**src/hw/rtl/snmp_pkg.sv**
```systemverilog
// shared types and constants for the snmp response header parser
// no dependencies; imported by every module of the block
package snmp_pkg;

   // ber tags and limits
   localparam logic [7:0] TAG_SEQ     = 8'h30;
   localparam logic [7:0] TAG_INT     = 8'h02;
   localparam logic [7:0] TAG_OCT     = 8'h04;
   localparam logic [7:0] TAG_OID     = 8'h06;
   localparam logic [7:0] TAG_NULL    = 8'h05;
   localparam logic [7:0] TAG_PDU_LO  = 8'hA0;
   localparam logic [7:0] TAG_PDU_HI  = 8'hA5;
   localparam logic [24:0] LEN_CAP    = 25'h10000;
   localparam logic [16:0] MAX_INT_BYTES = 17'd20;
   localparam logic [16:0] OFF_SAT    = 17'h1FFFF;
   localparam logic [31:0] ONES32     = 32'hFFFF_FFFF;

   // parse status codes
   localparam logic [1:0] ST_NORMAL    = 2'd0;
   localparam logic [1:0] ST_REJECTED  = 2'd1;
   localparam logic [1:0] ST_MALFORMED = 2'd2;

   // queue between parser and record output
   localparam int QUEUE_LOG   = 2;
   localparam int QUEUE_DEPTH = 1 << QUEUE_LOG;

   // one varbind descriptor
   typedef struct packed {
      logic [15:0] oid_offset;
      logic [16:0] oid_len;
      logic [7:0]  value_tag;
      logic [15:0] value_offset;
      logic [16:0] value_length;
   } desc_type;

   // end-of-message summary
   typedef struct packed {
      logic [31:0] req_ident;
      logic [7:0]  pdu_type;
      logic [31:0] err_stat;
      logic [31:0] err_idx;
      logic [1:0]  parse_status;
   } sum_type;

   // records caused by one input item
   typedef struct packed {
      logic     has_desc;
      logic     has_sum;
      desc_type desc;
      sum_type  sum;
   } entry_type;

endpackage

```
**src/hw/rtl/snmp_front.sv**
```systemverilog
// ber walk over the message, one byte per item, producing record entries
// depends on snmp_pkg
module snmp_front import snmp_pkg::*; (
   input  logic        clock,
   input  logic        reset,
   input  logic        in_valid,
   input  logic [7:0]  pkt_byte,
   input  logic        first_byte,
   input  logic        last_byte,
   input  logic [15:0] total_length,
   output entry_type   ent
);

   localparam logic [3:0] PH_OUTER_TAG = 4'd0;
   localparam logic [3:0] PH_LEN_FIRST = 4'd1;
   localparam logic [3:0] PH_LEN_MORE  = 4'd2;
   localparam logic [3:0] PH_INT_TAG   = 4'd3;
   localparam logic [3:0] PH_INT_BODY  = 4'd4;
   localparam logic [3:0] PH_COMM_TAG  = 4'd5;
   localparam logic [3:0] PH_COMM_SKIP = 4'd6;
   localparam logic [3:0] PH_PDU_TAG   = 4'd7;
   localparam logic [3:0] PH_LIST_TAG  = 4'd8;
   localparam logic [3:0] PH_VB_TAG    = 4'd9;
   localparam logic [3:0] PH_OID_TAG   = 4'd10;
   localparam logic [3:0] PH_OID_SKIP  = 4'd11;
   localparam logic [3:0] PH_VAL_TAG   = 4'd12;
   localparam logic [3:0] PH_VAL_SKIP  = 4'd13;
   localparam logic [3:0] PH_DONE      = 4'd14;

   localparam logic [2:0] LK_OUTER = 3'd0;
   localparam logic [2:0] LK_INT   = 3'd1;
   localparam logic [2:0] LK_COMM  = 3'd2;
   localparam logic [2:0] LK_PDU   = 3'd3;
   localparam logic [2:0] LK_LIST  = 3'd4;
   localparam logic [2:0] LK_VB    = 3'd5;
   localparam logic [2:0] LK_OID   = 3'd6;
   localparam logic [2:0] LK_VAL   = 3'd7;

   typedef struct packed {
      logic [3:0]  phase;
      logic [16:0] off;
      logic [15:0] lim;
      logic [16:0] lacc;
      logic [6:0]  lleft;
      logic [63:0] iacc;
      logic [16:0] cleft;
      logic [2:0]  fsel;
      logic [31:0] rid;
      logic [31:0] est;
      logic [31:0] eidx;
      logic [7:0]  pdu;
      logic [15:0] ooff;
      logic [16:0] olen;
      logic [7:0]  vtag;
      logic [1:0]  outc;
      logic [1:0]  iwhich;
      logic [1:0]  idone;
      logic        past;
   } st_type;

   st_type st_ff, st_in, cur;
   logic [18:0] off19, nxt, lim19, endv;
   logic [24:0] lacc_new;
   logic        in_lim, ld_go, id_go, fl, fl_b, desc_go;
   logic [16:0] ld_v;

   always_comb begin
      // start from reset state on the first byte of a message
      cur = st_ff;
      if (first_byte) begin
         cur = '0;
         cur.lim = total_length;
      end
      st_in = cur;
      off19 = {2'b0, cur.off};
      nxt = off19 + 19'd1;
      lim19 = {3'b0, cur.lim};
      in_lim = off19 < lim19;
      lacc_new = {cur.lacc, pkt_byte};
      ld_go = 1'b0;
      ld_v = '0;
      id_go = 1'b0;
      fl = 1'b0;
      fl_b = 1'b0;
      desc_go = 1'b0;
      endv = '0;

      // byte handling by phase
      unique case (cur.phase)
         PH_OUTER_TAG: begin
            if (!in_lim || pkt_byte != TAG_SEQ) fl = 1'b1;
            else begin st_in.fsel = LK_OUTER; st_in.phase = PH_LEN_FIRST; end
         end
         PH_LEN_FIRST: begin
            if (!in_lim) fl = 1'b1;
            else if (pkt_byte[7]) begin
               if (pkt_byte[6:0] == 7'd0 ||
                   (off19 + {12'b0, pkt_byte[6:0]}) >= lim19) fl = 1'b1;
               else begin
                  st_in.lacc = '0;
                  st_in.lleft = pkt_byte[6:0];
                  st_in.phase = PH_LEN_MORE;
               end
            end else begin
               ld_go = 1'b1;
               ld_v = {9'b0, pkt_byte};
            end
         end
         PH_LEN_MORE: begin
            if (lacc_new > LEN_CAP) fl = 1'b1;
            else begin
               st_in.lacc = lacc_new[16:0];
               st_in.lleft = cur.lleft - 7'd1;
               if (cur.lleft == 7'd1) begin
                  ld_go = 1'b1;
                  ld_v = lacc_new[16:0];
               end
            end
         end
         PH_INT_TAG: begin
            if (!in_lim || pkt_byte != TAG_INT) fl = 1'b1;
            else begin st_in.fsel = LK_INT; st_in.phase = PH_LEN_FIRST; end
         end
         PH_INT_BODY: begin
            st_in.iacc = {cur.iacc[55:0], pkt_byte};
            st_in.cleft = cur.cleft - 17'd1;
            if (cur.cleft == 17'd1) id_go = 1'b1;
         end
         PH_COMM_TAG: begin
            if (!in_lim || pkt_byte != TAG_OCT) fl = 1'b1;
            else begin st_in.fsel = LK_COMM; st_in.phase = PH_LEN_FIRST; end
         end
         PH_COMM_SKIP, PH_OID_SKIP, PH_VAL_SKIP: begin
            st_in.cleft = cur.cleft - 17'd1;
            if (cur.cleft == 17'd1) begin
               if (cur.phase == PH_COMM_SKIP) st_in.phase = PH_PDU_TAG;
               else if (cur.phase == PH_OID_SKIP) st_in.phase = PH_VAL_TAG;
               else st_in.phase = PH_VB_TAG;
            end
         end
         PH_PDU_TAG: begin
            if (!in_lim) begin
               st_in.pdu = '0;
               fl = 1'b1;
            end else begin
               st_in.pdu = pkt_byte;
               if (pkt_byte < TAG_PDU_LO || pkt_byte > TAG_PDU_HI) fl = 1'b1;
               else begin
                  st_in.past = 1'b1;
                  st_in.fsel = LK_PDU;
                  st_in.phase = PH_LEN_FIRST;
               end
            end
         end
         PH_LIST_TAG: begin
            if (!in_lim || pkt_byte != TAG_SEQ) fl = 1'b1;
            else begin st_in.fsel = LK_LIST; st_in.phase = PH_LEN_FIRST; end
         end
         PH_VB_TAG: begin
            if (!in_lim) begin
               st_in.outc = ST_NORMAL;
               st_in.phase = PH_DONE;
            end else if (pkt_byte != TAG_SEQ) fl = 1'b1;
            else begin st_in.fsel = LK_VB; st_in.phase = PH_LEN_FIRST; end
         end
         PH_OID_TAG: begin
            if (!in_lim || pkt_byte != TAG_OID) fl = 1'b1;
            else begin st_in.fsel = LK_OID; st_in.phase = PH_LEN_FIRST; end
         end
         PH_VAL_TAG: begin
            if (!in_lim) fl = 1'b1;
            else begin
               st_in.vtag = pkt_byte;
               st_in.fsel = LK_VAL;
               st_in.phase = PH_LEN_FIRST;
            end
         end
         default: ;
      endcase

      // a complete length, handled by what it belongs to
      if (ld_go) begin
         endv = nxt + {2'b0, ld_v};
         unique case (cur.fsel)
            LK_OUTER: begin
               if (endv < lim19) st_in.lim = endv[15:0];
               st_in.iwhich = 2'd0;
               st_in.phase = PH_INT_TAG;
            end
            LK_INT: begin
               if (endv > lim19 || ld_v > MAX_INT_BYTES) fl = 1'b1;
               else begin
                  st_in.iacc = '0;
                  if (ld_v == 17'd0) id_go = 1'b1;
                  else begin st_in.cleft = ld_v; st_in.phase = PH_INT_BODY; end
               end
            end
            LK_COMM: begin
               if (ld_v == 17'd0) st_in.phase = PH_PDU_TAG;
               else begin st_in.cleft = ld_v; st_in.phase = PH_COMM_SKIP; end
            end
            LK_PDU: begin
               if (endv < lim19) st_in.lim = endv[15:0];
               st_in.iwhich = 2'd1;
               st_in.phase = PH_INT_TAG;
            end
            LK_LIST: begin
               if (endv < lim19) st_in.lim = endv[15:0];
               st_in.phase = PH_VB_TAG;
            end
            LK_VB: begin
               if (endv > lim19) fl = 1'b1;
               else st_in.phase = PH_OID_TAG;
            end
            LK_OID: begin
               if (endv > lim19) fl = 1'b1;
               else begin
                  st_in.ooff = nxt[15:0];
                  st_in.olen = ld_v;
                  if (ld_v == 17'd0) st_in.phase = PH_VAL_TAG;
                  else begin st_in.cleft = ld_v; st_in.phase = PH_OID_SKIP; end
               end
            end
            default: begin
               if (endv > lim19) fl = 1'b1;
               else begin
                  desc_go = cur.vtag != TAG_NULL;
                  if (ld_v == 17'd0) st_in.phase = PH_VB_TAG;
                  else begin st_in.cleft = ld_v; st_in.phase = PH_VAL_SKIP; end
               end
            end
         endcase
      end

      // a complete integer
      if (id_go) begin
         unique case (cur.iwhich)
            2'd0: begin
               if (st_in.iacc != 64'd0) fl = 1'b1;
               else st_in.phase = PH_COMM_TAG;
            end
            2'd1: begin
               st_in.rid = st_in.iacc[31:0];
               st_in.idone = 2'd1;
               st_in.iwhich = 2'd2;
               st_in.phase = PH_INT_TAG;
            end
            2'd2: begin
               st_in.est = st_in.iacc[31:0];
               st_in.idone = 2'd2;
               st_in.iwhich = 2'd3;
               st_in.phase = PH_INT_TAG;
            end
            default: begin
               st_in.eidx = st_in.iacc[31:0];
               st_in.idone = 2'd3;
               st_in.phase = PH_LIST_TAG;
            end
         endcase
      end

      // offset counts every byte and saturates
      if (cur.off != OFF_SAT) st_in.off = cur.off + 17'd1;

      // last byte closes an unfinished parse
      if (last_byte && !fl && st_in.phase != PH_DONE) begin
         if (st_in.phase == PH_VB_TAG && {1'b0, st_in.off} >= {2'b0, st_in.lim}) begin
            st_in.outc = ST_NORMAL;
            st_in.phase = PH_DONE;
         end else fl_b = 1'b1;
      end

      // failure: status depends on whether the pdu tag was passed
      if (fl || fl_b) begin
         if (st_in.past) begin
            st_in.outc = ST_MALFORMED;
            if (st_in.idone < 2'd1) st_in.rid = ONES32;
            if (st_in.idone < 2'd2) st_in.est = ONES32;
            if (st_in.idone < 2'd3) st_in.eidx = ONES32;
         end else st_in.outc = ST_REJECTED;
         st_in.phase = PH_DONE;
      end

      // records caused by this byte
      ent.has_desc = desc_go;
      ent.has_sum = last_byte;
      ent.desc.oid_offset = cur.ooff;
      ent.desc.oid_len = cur.olen;
      ent.desc.value_tag = cur.vtag;
      ent.desc.value_offset = nxt[15:0];
      ent.desc.value_length = ld_v;
      ent.sum.req_ident = st_in.rid;
      ent.sum.pdu_type = st_in.pdu;
      ent.sum.err_stat = st_in.est;
      ent.sum.err_idx = st_in.eidx;
      ent.sum.parse_status = st_in.outc;
   end

   // parse state register
   always_ff @(posedge clock) begin
      if (reset) st_ff <= '0;
      else if (in_valid) st_ff <= st_in;
   end

endmodule

```
**src/hw/rtl/snmp_queue.sv**
```systemverilog
// short queue of record entries between the parser and the output side
// depends on snmp_pkg
module snmp_queue import snmp_pkg::*; (
   input  logic      clock,
   input  logic      reset,
   input  logic      push,
   input  entry_type din,
   input  logic      pop,
   output entry_type dout,
   output logic      full,
   output logic      empty
);

   entry_type             mem_ff [QUEUE_DEPTH];
   logic [QUEUE_LOG-1:0]  wr_ff, wr_in, rd_ff, rd_in;
   logic [QUEUE_LOG:0]    cnt_ff, cnt_in;
   logic                  do_push, do_pop;

   assign full = cnt_ff == (QUEUE_LOG+1)'(QUEUE_DEPTH);
   assign empty = cnt_ff == '0;
   assign dout = mem_ff[rd_ff];
   assign do_push = push && !full;
   assign do_pop = pop && !empty;

   // pointer and count update
   always_comb begin
      wr_in = do_push ? wr_ff + 1'b1 : wr_ff;
      rd_in = do_pop ? rd_ff + 1'b1 : rd_ff;
      cnt_in = cnt_ff + (QUEUE_LOG+1)'(do_push) - (QUEUE_LOG+1)'(do_pop);
   end

   always_ff @(posedge clock) begin
      if (reset) begin
         wr_ff <= '0;
         rd_ff <= '0;
         cnt_ff <= '0;
      end else begin
         wr_ff <= wr_in;
         rd_ff <= rd_in;
         cnt_ff <= cnt_in;
      end
   end

   // entry storage
   always_ff @(posedge clock) begin
      if (do_push) mem_ff[wr_ff] <= din;
   end

endmodule

```
**src/hw/rtl/snmp_back.sv**
```systemverilog
// output side: hands out the descriptor and the summary of each entry in turn
// depends on snmp_pkg
module snmp_back import snmp_pkg::*; (
   input  logic        clock,
   input  logic        reset,
   input  entry_type   head,
   input  logic        head_empty,
   input  logic        rsp_pop,
   output logic        deq,
   output logic        rsp_record_kind,
   output logic [15:0] rsp_oid_offset,
   output logic [16:0] rsp_oid_length,
   output logic [7:0]  rsp_value_tag,
   output logic [15:0] rsp_value_offset,
   output logic [16:0] rsp_value_length,
   output logic [31:0] rsp_request_id,
   output logic [7:0]  rsp_pdu_type,
   output logic [31:0] rsp_error_status,
   output logic [31:0] rsp_error_index,
   output logic [1:0]  rsp_parse_status
);

   logic sent_ff, sent_in, show_desc, take;
   desc_type d;
   sum_type  s;

   assign show_desc = head.has_desc && !sent_ff;
   assign take = rsp_pop && !head_empty;
   assign deq = take && (!show_desc || !head.has_sum);

   // descriptor first, then the summary of the same entry
   always_comb begin
      sent_in = sent_ff;
      if (take) sent_in = show_desc && head.has_sum;
      d = show_desc ? head.desc : '0;
      s = show_desc ? '0 : head.sum;
   end

   always_ff @(posedge clock) begin
      if (reset) sent_ff <= 1'b0;
      else sent_ff <= sent_in;
   end

   assign rsp_record_kind = !show_desc;
   assign rsp_oid_offset = d.oid_offset;
   assign rsp_oid_length = d.oid_len;
   assign rsp_value_tag = d.value_tag;
   assign rsp_value_offset = d.value_offset;
   assign rsp_value_length = d.value_length;
   assign rsp_request_id = s.req_ident;
   assign rsp_pdu_type = s.pdu_type;
   assign rsp_error_status = s.err_stat;
   assign rsp_error_index = s.err_idx;
   assign rsp_parse_status = s.parse_status;

endmodule

```
**src/hw/rtl/snmp_response_header_parser.sv**
```systemverilog
// top level of the snmp response header parser: parser, queue, output side
// depends on snmp_pkg, snmp_front, snmp_queue, snmp_back
//
// One message byte is taken per cycle whenever full is low; the front parser
// computes the parse state combinationally from each byte and registers it, so
// bytes may arrive back to back. Each byte can cause a varbind descriptor
// and, on last_byte, a summary record; these go into a four-entry queue and
// are handed out one record per pop, so full rises only when the result side
// falls behind by four entries. A new message starts on first_byte, which
// samples total_length.
module snmp_response_header_parser import snmp_pkg::*; (
   input  logic        clock,
   input  logic        reset,
   input  logic        req_push,
   output logic        full,
   input  logic [7:0]  req_pkt_byte,
   input  logic        req_first_byte,
   input  logic        req_last_byte,
   input  logic [15:0] req_total_length,
   output logic        empty,
   input  logic        pop,
   output logic        rsp_record_kind,
   output logic [15:0] rsp_oid_offset,
   output logic [16:0] rsp_oid_length,
   output logic [7:0]  rsp_value_tag,
   output logic [15:0] rsp_value_offset,
   output logic [16:0] rsp_value_length,
   output logic [31:0] rsp_request_id,
   output logic [7:0]  rsp_pdu_type,
   output logic [31:0] rsp_error_status,
   output logic [31:0] rsp_error_index,
   output logic [1:0]  rsp_parse_status
);

   entry_type ent, head;
   logic      acc, q_push, deq;

   assign acc = req_push && !full;
   assign q_push = acc && (ent.has_desc || ent.has_sum);

   snmp_front u_front (
      .clock        (clock),
      .reset        (reset),
      .in_valid     (acc),
      .pkt_byte     (req_pkt_byte),
      .first_byte   (req_first_byte),
      .last_byte    (req_last_byte),
      .total_length (req_total_length),
      .ent          (ent)
   );

   snmp_queue u_queue (
      .clock (clock),
      .reset (reset),
      .push  (q_push),
      .din   (ent),
      .pop   (deq),
      .dout  (head),
      .full  (full),
      .empty (empty)
   );

   snmp_back u_back (
      .clock            (clock),
      .reset            (reset),
      .head             (head),
      .head_empty       (empty),
      .rsp_pop          (pop),
      .deq              (deq),
      .rsp_record_kind  (rsp_record_kind),
      .rsp_oid_offset   (rsp_oid_offset),
      .rsp_oid_length   (rsp_oid_length),
      .rsp_value_tag    (rsp_value_tag),
      .rsp_value_offset (rsp_value_offset),
      .rsp_value_length (rsp_value_length),
      .rsp_request_id   (rsp_request_id),
      .rsp_pdu_type     (rsp_pdu_type),
      .rsp_error_status (rsp_error_status),
      .rsp_error_index  (rsp_error_index),
      .rsp_parse_status (rsp_parse_status)
   );

   // an item that causes records makes a result visible next cycle
   a_push_shows: assert property (@(posedge clock) disable iff (reset)
      q_push |=> !empty) else $error("record lost after push");

   // a descriptor taken from a two-record entry is followed by its summary
   a_desc_then_sum: assert property (@(posedge clock) disable iff (reset)
      (pop && !empty && !rsp_record_kind && head.has_sum) |=> (!empty && rsp_record_kind))
      else $error("summary missing after descriptor");

   // status code three is never produced
   a_status_code: assert property (@(posedge clock) disable iff (reset)
      !empty |-> rsp_parse_status != 2'd3) else $error("bad parse status");

endmodule

```
**config.mk**
```make
export PLATFORM = sky130hd
export DESIGN_NAME = snmp_response_header_parser
export DESIGN_NICKNAME = d
export VERILOG_FILES = /design/src/hw/rtl/snmp_pkg.sv /design/src/hw/rtl/snmp_front.sv /design/src/hw/rtl/snmp_queue.sv /design/src/hw/rtl/snmp_back.sv /design/src/hw/rtl/snmp_response_header_parser.sv
export SDC_FILE = /design/constraint.sdc
export NUM_CORES = 2
export LEC_CHECK = 0
export BUFFER_PORTS_ARGS = -buffer_cell sky130_fd_sc_hd__buf_4
export CAP_MARGIN = 10
export CORE_ASPECT_RATIO = 0.5
export CORE_MARGIN = 2
export CORE_UTILIZATION = 36
export DETAILED_ROUTE_END_ITERATION = 8
export HOLD_SLACK_MARGIN = 0.02
export REMOVE_ABC_BUFFERS = 1
export SLEW_MARGIN = 30
export SYNTH_ARGS = -nofsm -noshare
export SYNTH_HDL_FRONTEND = slang
export SYNTH_HIERARCHICAL = 1
export SYNTH_SLANG_ARGS = --single-unit
```
**constraint.sdc**
```tcl
create_clock -name clock -period 37.5 [get_ports clock]
set_clock_uncertainty 0.1 [all_clocks]
set_input_delay 7.5 -clock clock [delete_from_list [all_inputs] [get_ports clock]]
set_output_delay 7.5 -clock clock [all_outputs]
set_load 0.02 [all_outputs]
```
[Yosys cells after proc, flatten, opt, wreduce, memory -nomap -nowiden]
Memory sizes are Yosys's and may differ from the RTL's. A register that Yosys moved wholly into a read port is not among the register bits.
Index checks and enable logic that the tools add are counted.
Word-level totals
  register bits after elaboration: 305
  bits in writable memories: 728
  output and inout port bits: 183
  memories: 1
Operators by class
  add/sub/neg operators: 10
  $lt $le $gt $ge: 12
  equal/unequal tests: 32
  multiplexer cells: 139
  reduce and logical (&&, ||, !) cells: 45
Memory list
  u_queue.mem_ff: words 4, bits a word 182, rd ports 1, clocked after Yosys merged registers in 1, write ports 1, RTL line snmp_queue.sv:14  | entry_type mem_ff [QUEUE_DEPTH];
Operators by type and width (count)
  2-to-1 mux 297 bit: 1
  2-to-1 mux 96 bit: 3
  2-to-1 mux 32 bit: 6
  2-to-1 mux 81 bit: 2
  2-to-1 mux 64 bit: 2
  2-to-1 mux 17 bit: 7
  2-to-1 mux 106 bit: 1
  2-to-1 mux 4 bit: 26
  2-to-1 mux 33 bit: 3
  2-to-1 mux 24 bit: 4
  2-to-1 mux 74 bit: 1
  nonzero test 64 bit: 1
  one-hot mux 17 bit (3 select lines): 1
  2-to-1 mux 16 bit: 3
  one-hot mux 24 bit (2 select lines): 1
  2-to-1 mux 1 bit: 40
  2-to-1 mux 3 bit: 13
  one-hot mux 4 bit (9 select lines): 1
  one-hot mux 17 bit (2 select lines): 1
  2-to-1 mux 8 bit: 4
  == test 4 bit, second input constant: 7
  greater-than comparator 25 x 17 -> 1 bit, second input constant: 1
  != test 8 x 3 -> 1 bit, second input constant: 3
  one-hot mux 3 bit (8 select lines): 1
  other kinds (53): 105

[Longest topological paths before layout]
  depth after elaboration: 21
  mapped depth: 54

[Hierarchy]
Netlist, hierarchy kept.
Modules (own cells, without submodules)
  snmp_queue: times used 1, cells each 1001, area each 26744.4 um^2, sequential area each 22041.1 um^2
  snmp_front: times used 1, cells each 2958, area each 21220.4 um^2, sequential area each 5945.7 um^2
  snmp_back: times used 1, cells each 207, area each 1315.0 um^2, sequential area each 20.0 um^2
  snmp_response_header_parser: times used 1, cells each 2, area each 21.3 um^2, sequential area each 0.0 um^2

[Least setup slack after synthesis]
OpenSTA, ideal clock, no wires.
  path type: in2reg
  start point: input req_first_byte
  end point: memory u_queue/mem_ff[0][0] in the netlist's numbering (enable)
  library setup time: 564 ps
  arrival time: 20831 ps
  required time: 36836 ps
  path slack: 16005 ps
  cell stages on the path: 44
  buffers on the path: 11
  cells stage by stage: buf_2 clkbuf_1 clkbuf_1 clkbuf_1 clkbuf_1 clkbuf_1 buf_1 clkbuf_1 buf_1 mux2i_1 ha_1 o21ai_0 o211ai_1 a211oi_1 o21ai_2 nand2_1 clkbuf_1 and2_1 [... 8 more ...] a21o_1 a21o_1 xor2_1 ha_1 a21o_1 a21o_1 a211oi_1 a311o_1 a21oi_1 a2111o_1 nor2_1 nand2_1 nor3_1 buf_4 o21a_1 inv_1 nor2_1 and2_1
RTL lines
  from (decl): RTL line snmp_response_header_parser.sv:17  | input logic req_first_byte,
  to (decl): RTL line snmp_queue.sv:14

==> key figures <==
Run
  • Max-cap viol count: 0

STA
  • Worst-Margin Slew: 1030 ps
  • Fin. max-slew vios: 0
  • WHS: 378 ps
  • Final setup violation count: 0
  • RSZ-0062 raised after global routing: false
  • Fin crit share: 52.4%
  • Worst slew margin: 31.3%
  • F_max: 50.9 MHz
  • Final hold violation count: 0
  • Shortest period the worst path allows: 19,650 ps
  • Setup Total Neg Slack: 0 ps

Status
  • Status: finished, final reports clean

Synth
  • Post-synth EDFFs: 728
  • Largest cells by area after synthesis: edfxtp_1, dfxtp_1, mux4_2
  • Flop and latch count out of synthesis: 1,035
  • Number of library cell types mapped by synthesis: 101
  • Asr flop ratio synth: 0%
  • Cell taking the most area after synthesis: edfxtp_1
  • Commonest cells post-synth: edfxtp_1, nand2_1, nor2_1
  • Most frequent cell after synthesis: edfxtp_1
  • Syn Area/Cell: 11.8 µm²
  • Top-area cell type share of the netlist area: 44.3%
  • Sequential-to-total area share from yosys stat: 56.8%
  • Mapped Area: 49,300 µm²
  • Number of cells produced by synthesis: 4,168
  • Yosys Warn Count: 6
  • Top_reg_cell synth: edfxtp_1

Worst hold path
  • Worst min-delay path class: flop to flop

Critical path
  • Worst R2R Setup Slack: 25,270 ps
  • Worst path max stage delay: 810 ps
  • Setup crit end kind: flop
  • Critical Path AT: 19,880 ps
  • CP required: 37,730 ps
  • Critical path type: primary input to flop
  • Startpoint types: primary input
  • Slowest stage cell, crit path: buf_4
  • Critical path peak fanout: 59

Placement
  • Port Buf Inserts: 212
  • Gp weighted congestion: 0.935
  • Post-detail-place hpwl: 90,100 µm

Clock tree
  • Clock buffer depth: 3
  • Worst skew pair latency: 720 ps
  • Clock transition at the registers of the reported paths: 60 ps
  • CTS Root Cell: clkbuf_16
  • Number of setup buffers added after CTS: 0
  • CTS tree: yes
  • Number of clock sinks: 1,035
  • H-tree depth: 3
  • Post-CTS sizing: 0
  • CTS Buf Count: 99
  • # hold bufs at CTS: 0

Power
  • Power, Total: 3060 µW
  • Pwr dens: 55.8 nW/µm²
  • Pleak: 0.0197 µW
  • Peak supply drop: 0.0000397 V

Route
  • Post-Route WL: 140,000 µm
  • Avg WL per Cell: 23.2 µm
  • Vias/cell: 5.54
  • Total number of vias: 33,400
  • Initial DRC count: 3,128
  • DRC viols: 0
  • Pre-Repair DR Iteration Count: 6
  • Antenna viol nets, final: 0

Die
  • Starting Density: 36.5%
  • Die Y: 266 µm
  • Site row count: 95
  • IO Pins: 213
  • Die Area: 140,000 µm²
  • Die width: 527 µm
  • Core Footprint: 135,000 µm²

GRT
  • GRT Total Usage: 19.5%
  • Congestion Overflow GR: 0
  • Initial antenna violation count: 2
  • First-pass GRT wire length: 208,000 µm
  • Largest net degree at the start of global routing: 173
  • Vias in the first global route: 32,800

Final layout
  • Area Growth Syn to Fin: 11.2%
  • Layout cell share with drive strength beyond 1: 15.6%
  • Nets: 4,277
  • Final core occ: 40.6%
## metal layers
layer	track usage, %	wire length (µm)
met3	3.31	8100
met1	26.5	61500
met4	5.12	3380
met2	32.2	67100
met5	0	0
## worst max-delay path: cells and delay by family
family                   cells  cell delay, ps
AO/OA/AOI/OAI               16            3660
buffers and inverters        7            2830
multiplexers                 1             500
AND/OR/NAND/NOR              9            3630
adder cells (fa/ha/maj)      4            1260
XOR/XNOR                     1             230
## kinds of logic (layout without fill, tap and decap cells)
logic type | count (synthesis) | count (layout) | share of synthesized area (%)
AOI/OAI and AO/OA | 711 | 711 | 10.3
xor gates and xnor gates | 73 | 73 | 1.30
adders and majority gates | 104 | 104 | 2.67
buffers and inverters | 453 | 517 | 4.83
DFF | 1035 | 1035 | 56.8
muxes | 228 | 228 | 9.25
other | 0 | 2 | 0
and+or+nand+nor | 1564 | 1564 | 14.9
## registers in the layout (all words and copies together) (netlist names), named ones only
name and count:
u_queue/mem_ff 728, u_queue/wr_ff 2, u_front/st_ff 297, u_queue/cnt_ff 3, u_back/sent_ff 1, u_queue/rd_ff 2
## cells in the final DEF (no fill, tap or decap), types with 39 or more instances in the layout
| master | netlist | final |
|---|---|---|
| nand2_1 | 585 | 585 |
| xnor2_1 | 47 | 45 |
| clkbuf_1 | 201 | 39 |
| inv_1 | 58 | 58 |
| a22oi_1 | 121 | 121 |
| edfxtp_1 | 728 | 728 |
| dfxtp_1 | 307 | 305 |
| ha_1 | 99 | 99 |
| nor2b_1 | 70 | 70 |
| and2_1 | 207 | 202 |
| a21oi_1 | 155 | 155 |
| nor2_1 | 406 | 404 |
| mux4_2 | 182 | 182 |
| nor3_1 | 69 | 67 |
| buf_4 | 120 | 257 |
| and3_1 | 40 | 40 |
| a211oi_1 | 41 | 41 |
| mux2i_1 | 45 | 45 |
| o21ai_0 | 91 | 89 |
| clkbuf_16 | 0 | 102 |
| a311oi_1 | 103 | 103 |
## layout make-up
| type | instances | area, µm² |
|---|---|---|
| fillers | 12500 | 80300 |
| inverters | 61 | 233 |
| repair buffers | 268 | 2120 |
| diodes | 2 | 5.00 |
| multi-input cells | 2680 | 19000 |
| clock buffers | 154 | 2870 |
| clock inverters | 34 | 340 |
| flip-flops and latches | 1035 | 28000 |
| well taps | 1794 | 2240 |
## final timing paths
path         cells past startpoint                                to                       startpoint
min reg2reg                      2   u_front/st_ff[271]$_SDFFE_PP0P_  u_front/st_ff[271]$_SDFFE_PP0P_
max reg2reg                     36  u_queue/mem_ff[1][176]$_DFFE_PP_  u_front/st_ff[284]$_SDFFE_PP0P_
max                             38  u_queue/mem_ff[1][176]$_DFFE_PP_                   req_first_byte
min                              2   u_front/st_ff[271]$_SDFFE_PP0P_  u_front/st_ff[271]$_SDFFE_PP0P_
## where the power goes
group | switching, µW | total, µW | leakage, µW | internal, µW
sequential | 46.3 | 1370 | 0.00922 | 1330
combinational | 426 | 702 | 0.00888 | 276
clock | 438 | 984 | 0.00157 | 546
## metrics by stage
step / cells / setup WS, ps / instance area, µm²
2_1_floorplan: 3776 / 16780 / 47100
3_3_place_gp: 5835 / 16800 / 51500
3_5_place_dp: 5837 / 16960 / 51600
4_1_cts: 6025 / 17670 / 54800
5_1_grt: 6026 / 16920 / 54800
6_report: 6028 / 17850 / 54800
Note: power is estimated with default switching activity, not from simulation.
